===== config.mk =====
export PLATFORM = sky130hd
export DESIGN_NAME = utf8_to_utf32_decoder
export DESIGN_NICKNAME = d
export VERILOG_FILES = /design/src/rtl/utf8d_pkg.sv /design/src/rtl/utf8_to_utf32_decoder.sv
export SDC_FILE = /design/constraint.sdc
export NUM_CORES = 1
export LEC_CHECK = 0
export BUFFER_PORTS_ARGS = -buffer_cell sky130_fd_sc_hd__buf_2
export CAP_MARGIN = 20
export CORE_UTILIZATION = 60
export DETAILED_ROUTE_END_ITERATION = 10
export PLACE_DENSITY = 0.84
export SLEW_MARGIN = 0
export SYNTH_ARGS = -nofsm -noshare
export SYNTH_HDL_FRONTEND = slang
export SYNTH_SLANG_ARGS = --single-unit

===== constraint.sdc =====
create_clock -name clk_i -period 10.8 [get_ports clk_i]
set_input_delay 3.24 -clock clk_i [delete_from_list [all_inputs] [get_ports clk_i]]
set_output_delay 3.24 -clock clk_i [all_outputs]
set_load 0.01 [all_outputs]

===== src/rtl/utf8d_pkg.sv =====
// Package for the UTF-8 to UTF-32 decoder: byte class constants and
// lead-byte decode functions. No dependencies.
package utf8d_pkg;

  localparam int unsigned ByteW   = 8;
  localparam int unsigned CpW     = 31;
  localparam int unsigned PendW   = 3;
  localparam int unsigned ContW   = 6;
  localparam int unsigned OutDataW = 32;

  localparam logic [ByteW-1:0] ContSel = 8'hC0;
  localparam logic [ByteW-1:0] ContTag = 8'h80;
  localparam logic [ByteW-1:0] ContBits = 8'h3F;

  // Sequence length started by byte b: 0 stray/illegal, 1 ASCII, 2..6 lead
  function automatic logic [PendW-1:0] seq_len(input logic [ByteW-1:0] b);
    logic [PendW-1:0] len;
    begin
      if (b < 8'h80) len = 3'd1;
      else if (b < 8'hC0) len = 3'd0;
      else if (b < 8'hE0) len = 3'd2;
      else if (b < 8'hF0) len = 3'd3;
      else if (b < 8'hF8) len = 3'd4;
      else if (b < 8'hFC) len = 3'd5;
      else if (b < 8'hFE) len = 3'd6;
      else len = 3'd0;
      return len;
    end
  endfunction

  // Payload bits of a lead byte for a sequence of len bytes
  function automatic logic [CpW-1:0] lead_payload(input logic [ByteW-1:0] b,
                                                  input logic [PendW-1:0] len);
    logic [ByteW-1:0] bits;
    begin
      case (len)
        3'd2: bits = b & 8'h1F;
        3'd3: bits = b & 8'h0F;
        3'd4: bits = b & 8'h07;
        3'd5: bits = b & 8'h03;
        3'd6: bits = b & 8'h01;
        default: bits = b & 8'h7F;
      endcase
      return {{(CpW-ByteW){1'b0}}, bits};
    end
  endfunction

  function automatic logic is_cont(input logic [ByteW-1:0] b);
    return (b & ContSel) == ContTag;
  endfunction

endpackage


===== src/rtl/utf8_to_utf32_decoder.sv =====
// UTF-8 to UTF-32 stream decoder, top level.
// Depends on utf8d_pkg for byte classification and lead-byte decode.
//
// Usage:
//   Slave stream: one UTF-8 byte per item in s_axis_tdata; s_axis_tlast marks
//   end of stream and flushes an open sequence (the byte is then ignored).
//   Master stream: one code point per item in m_axis_tdata[30:0]; m_axis_tuser
//   is set when the code point is the partial value of a sequence cut short
//   by end of stream. Bytes that complete no code point give no item.
//   A completed result is registered in the output register, or in the skid
//   entry while the output stalls. Throughput: one byte per cycle while the
//   skid entry is empty; the byte decode and the six-bit shift of the
//   accumulator sit between the decoder state registers and the output register.
//   Stall: an output register plus one skid entry part the two sides; the
//   decoder keeps taking bytes while a result waits, and drops s_axis_tready
//   only when a second result is parked in the skid entry.
//   Reset: asynchronous, active low; clears the open sequence and empties
//   both output entries.
module utf8_to_utf32_decoder
  import utf8d_pkg::*;
(
  input  logic                clk_i,
  input  logic                rst_ni,
  input  logic                s_axis_tvalid,
  output logic                s_axis_tready,
  input  logic [ByteW-1:0]    s_axis_tdata,   // [7:0] data_byte
  input  logic                s_axis_tlast,   // stream_end
  output logic                m_axis_tvalid,
  input  logic                m_axis_tready,
  output logic [OutDataW-1:0] m_axis_tdata,   // [30:0] code_point, [31] zero fill
  output logic                m_axis_tuser    // truncated
);

  typedef struct packed {
    logic [CpW-1:0] cp;
    logic           trunc;
  } result_t;

  logic [CpW-1:0]   acc_q, acc_d;
  logic [PendW-1:0] pend_q, pend_d;
  logic             out_valid_q, skid_valid_q;
  result_t          out_q, skid_q;

  logic             accept;
  logic             res_valid;
  result_t          res;
  logic [PendW-1:0] len;
  logic [CpW-1:0]   acc_shift;
  logic             take_out;

  assign accept    = s_axis_tvalid && s_axis_tready;
  assign len       = seq_len(s_axis_tdata);
  assign acc_shift = {acc_q[CpW-ContW-1:0], s_axis_tdata[ContW-1:0]};

  // Decode one byte against the open sequence
  always_comb begin
    acc_d     = acc_q;
    pend_d    = pend_q;
    res_valid = 1'b0;
    res.cp    = acc_q;
    res.trunc = 1'b0;
    if (accept) begin
      if (s_axis_tlast) begin
        // flush: emit partial value if a sequence is open
        res_valid = (pend_q != '0);
        res.trunc = 1'b1;
        acc_d     = '0;
        pend_d    = '0;
      end else if ((pend_q != '0) && is_cont(s_axis_tdata)) begin
        // continuation: shift in six bits
        pend_d = pend_q - 3'd1;
        res.cp = acc_shift;
        if (pend_q == 3'd1) begin
          res_valid = 1'b1;
          acc_d     = '0;
        end else begin
          acc_d = acc_shift;
        end
      end else begin
        // fresh byte, possibly after a broken sequence
        acc_d  = '0;
        pend_d = '0;
        if (len == 3'd1) begin
          res_valid = 1'b1;
          res.cp    = {{(CpW-ByteW){1'b0}}, s_axis_tdata};
        end else if (len != 3'd0) begin
          acc_d  = lead_payload(s_axis_tdata, len);
          pend_d = len - 3'd1;
        end
      end
    end
  end

  // Hold decoder state
  always_ff @(posedge clk_i or negedge rst_ni) begin
    if (!rst_ni) begin
      acc_q  <= '0;
      pend_q <= '0;
    end else begin
      acc_q  <= acc_d;
      pend_q <= pend_d;
    end
  end

  // Output register with one skid entry
  assign take_out = !out_valid_q || m_axis_tready;

  always_ff @(posedge clk_i or negedge rst_ni) begin
    if (!rst_ni) begin
      out_valid_q  <= 1'b0;
      skid_valid_q <= 1'b0;
    end else if (take_out) begin
      out_valid_q  <= skid_valid_q || res_valid;
      skid_valid_q <= 1'b0;
    end else if (res_valid) begin
      skid_valid_q <= 1'b1;
    end
  end

  always_ff @(posedge clk_i) begin
    if (take_out) begin
      out_q <= skid_valid_q ? skid_q : res;
    end else if (res_valid) begin
      skid_q <= res;
    end
  end

  assign s_axis_tready = !skid_valid_q;
  assign m_axis_tvalid = out_valid_q;
  assign m_axis_tdata  = {1'b0, out_q.cp};
  assign m_axis_tuser  = out_q.trunc;

endmodule


==> metrics.txt <==
IO Port Bufs=46; run status=finished, final reports clean; post-synthesis adder-cell area fraction=0.849%; Top-Level Pins=48; Synth area leader=edfxtp_1; Seq/Total Area, Yosys=63.8%; post-synthesis instance total=370; non-filler instance count after layout=507; clock latency on the worst-skew pair=0.37 ns; Area Overhead vs Synth=11.2%; die width=87.8 um; vias=3216; Post-Synth Simple-Gate Area=10.2%; final setup vio count=0; largest net degree at the start of global routing=52; Crit. End Element=register; Slew headroom=29.9%; net count after synthesis=386; synth warn=0; GRT Total Usage=26.7%; wire length per cell=18.2 um; Initial DRC Count=375; first-pass GRT wire length=15300 um; multi-input logic area=1460 sq um; crit start category=primary input; hold depth=2; final core utilization=70.8%; Pleak=0.00219 uW; clk sink count=100; Core ar.=6940 sq um; row cnt=30; CP max FO=22; # DRC=0; initial core utilization=63.7%; largest cells by area after synthesis=edfxtp_1, dfrtp_1, a22o_1; hold endpoint=pend_q[1]; total area of sequential cells=2820 sq um; setup bufs post-CTS=0; FF-to-FF path depth=6; top-area cell type share of the netlist area=43.5%; GP Congestion=0.867; CP required=10.84 ns; crit path DAT=5.25 ns; Clock Pin Slew Worst Setup and Hold Paths=0.09 ns; worst reg2reg endpoint=skid_q[1]; P per Cell Area=183 nW/um^2; most frequent cells in the layout=edfxtp_1, nand2_1, buf_2; reg2reg setup slack=7.93 ns; htree depth=3; Synth Area in Compound Gates=21.8%; gr ovfl total=0; largest family of logic cells by synthesized area=compound AO/OA/AOI/OAI gates; hold_sp=pend_q[1]; share of cells above drive strength 1=16.5%; max_cap viols=0; Setup Crit Path Kind=in -> reg; Synth Register Bits=100; die area=7720 sq um; Slew Limit Fails=0; Fillers=486; slew of the pin with the lowest slew margin=1.05 ns; routed wire length=9250 um; fin nets=422; root buf cell=clkbuf_8; mux cell area share after synthesis=0%; # hold bufs at CTS=0; Synth cell types=35; Syn Area/Cell=12.0 sq um; setup TNS=0 ns; initial antenna violation count=0; vias in the first global route=3047; hold violation count in the final report=0; First-pass DRT Iterations=5; post-CTS sizing=0; r2r startpoint=pend_q[0]; HP Class=reg -> reg; ANT nets after route=0; ant diodes=0; XOR/XNOR Fraction of Synth Area=0%; CTS tree=built; routed vias/inst=6.34; Final Critical Period=5.20 ns; commonest non-fill, non-tap cell in the layout=edfxtp_1; clock buffer depth=2; fmax=192 MHz; skew final=0.0109 ns; Final period util=48.2%; CTS buffer count=9; dpl cells=491; die height=87.8 um; VDD IR max=135 uV; HPWL Detailed=5500 um; Syn Std Cell Area=4420 sq um; RSZ-0062 raised after global routing=no
through the flow:
stage	total power, uW	hold slack, ns	setup WS, ns	instance area (sq um)
2_1_floorplan	589	0.446	3.91	4420
3_3_place_gp	644	0.463	5.41	4700
3_5_place_dp	650	0.481	5.23	4700
4_1_cts	902	0.502	5.64	4920
5_1_grt	939	0.527	5.48	4920
6_report	901	0.492	5.60	4920
report_power, final:
group          internal (uW)  leakage [uW]  total (uW)  switching, uW
logic                   58.7      0.000941         163            105
clock network            131      0.000101         260            129
registers                462       0.00115         478           16.2
per-layer routing:
layer | routed length [um] | part of all wire (%) | track usage (%)
met5 | 0 | 0 | 0
met4 | 149 | 1.6 | 8.94
met3 | 656 | 7.1 | 5.47
met2 | 4500 | 49 | 41.4
met1 | 3950 | 43 | 38.0
cells in the mapped netlist, drive strengths merged:
master and number:
a211oi 2, a21boi 1, a21o 7, a21oi 28
a221o 6, a22o 30, a2bb2oi 24, a311oi 1
a31oi 1, a32oi 1, and3 5, buf 6
clkbuf 20, clkinv 1, conb 1, dfrtp 36
edfxtp 64, ha 3, inv 7, nand2 56
nand2b 4, nand3 5, nor2 9, nor2b 8
nor3 6, nor3b 2, nor4b 1, o21a 2
o21ai 29, o21bai 1, o22ai 1, o41ai 1
or3b 1
worst max path at each step:
stage	from	to	slack, ns	cells after the start
after floorplan	m_axis_tready	skid_q[0]	3.91	2
after global placement	s_axis_tdata[6]	skid_q[10]	5.41	5
after detailed placement	s_axis_tdata[6]	skid_q[10]	5.23	5
after CTS	s_axis_tdata[6]	skid_q[19]	5.64	5
after global routing	s_axis_tdata[6]	skid_q[11]	5.48	5
final	s_axis_tdata[6]	skid_q[1]	5.60	5
layout make-up:
class,instances,share of cell area [%]
Timing Repair Buffer,51,5.45
Inverter,8,0.611
Sequential cell,100,57.4
Clock inverter,6,1.78
Clock buffer,10,2.60
Multi-Input combinational cell,236,29.7
Tap cell,96,2.44
worst max-delay path: stages:
cell and delay, ns:
buf_2 0.16, nor4b_1 0.42, a211oi_1 0.13, nor3_2 0.81
buf_4 0.46
sequential cells by signal (all words and copies together), names as in the netlist:
signal	count
m_axis_tuser	1
m_axis_tvalid	1
m_axis_tdata	31
pend_q	3
skid_valid_q	1
skid_q	32
acc_q	31
cell families after synthesis:
kind of cell | Yosys count
flip-flops | 100
AND/OR/NAND/NOR | 97
other | 1
AO/OA/AOI/OAI | 135
adder cells (fa/ha/maj) | 3
buffers and inverters | 34
Power figures use the tool's default switching activity.
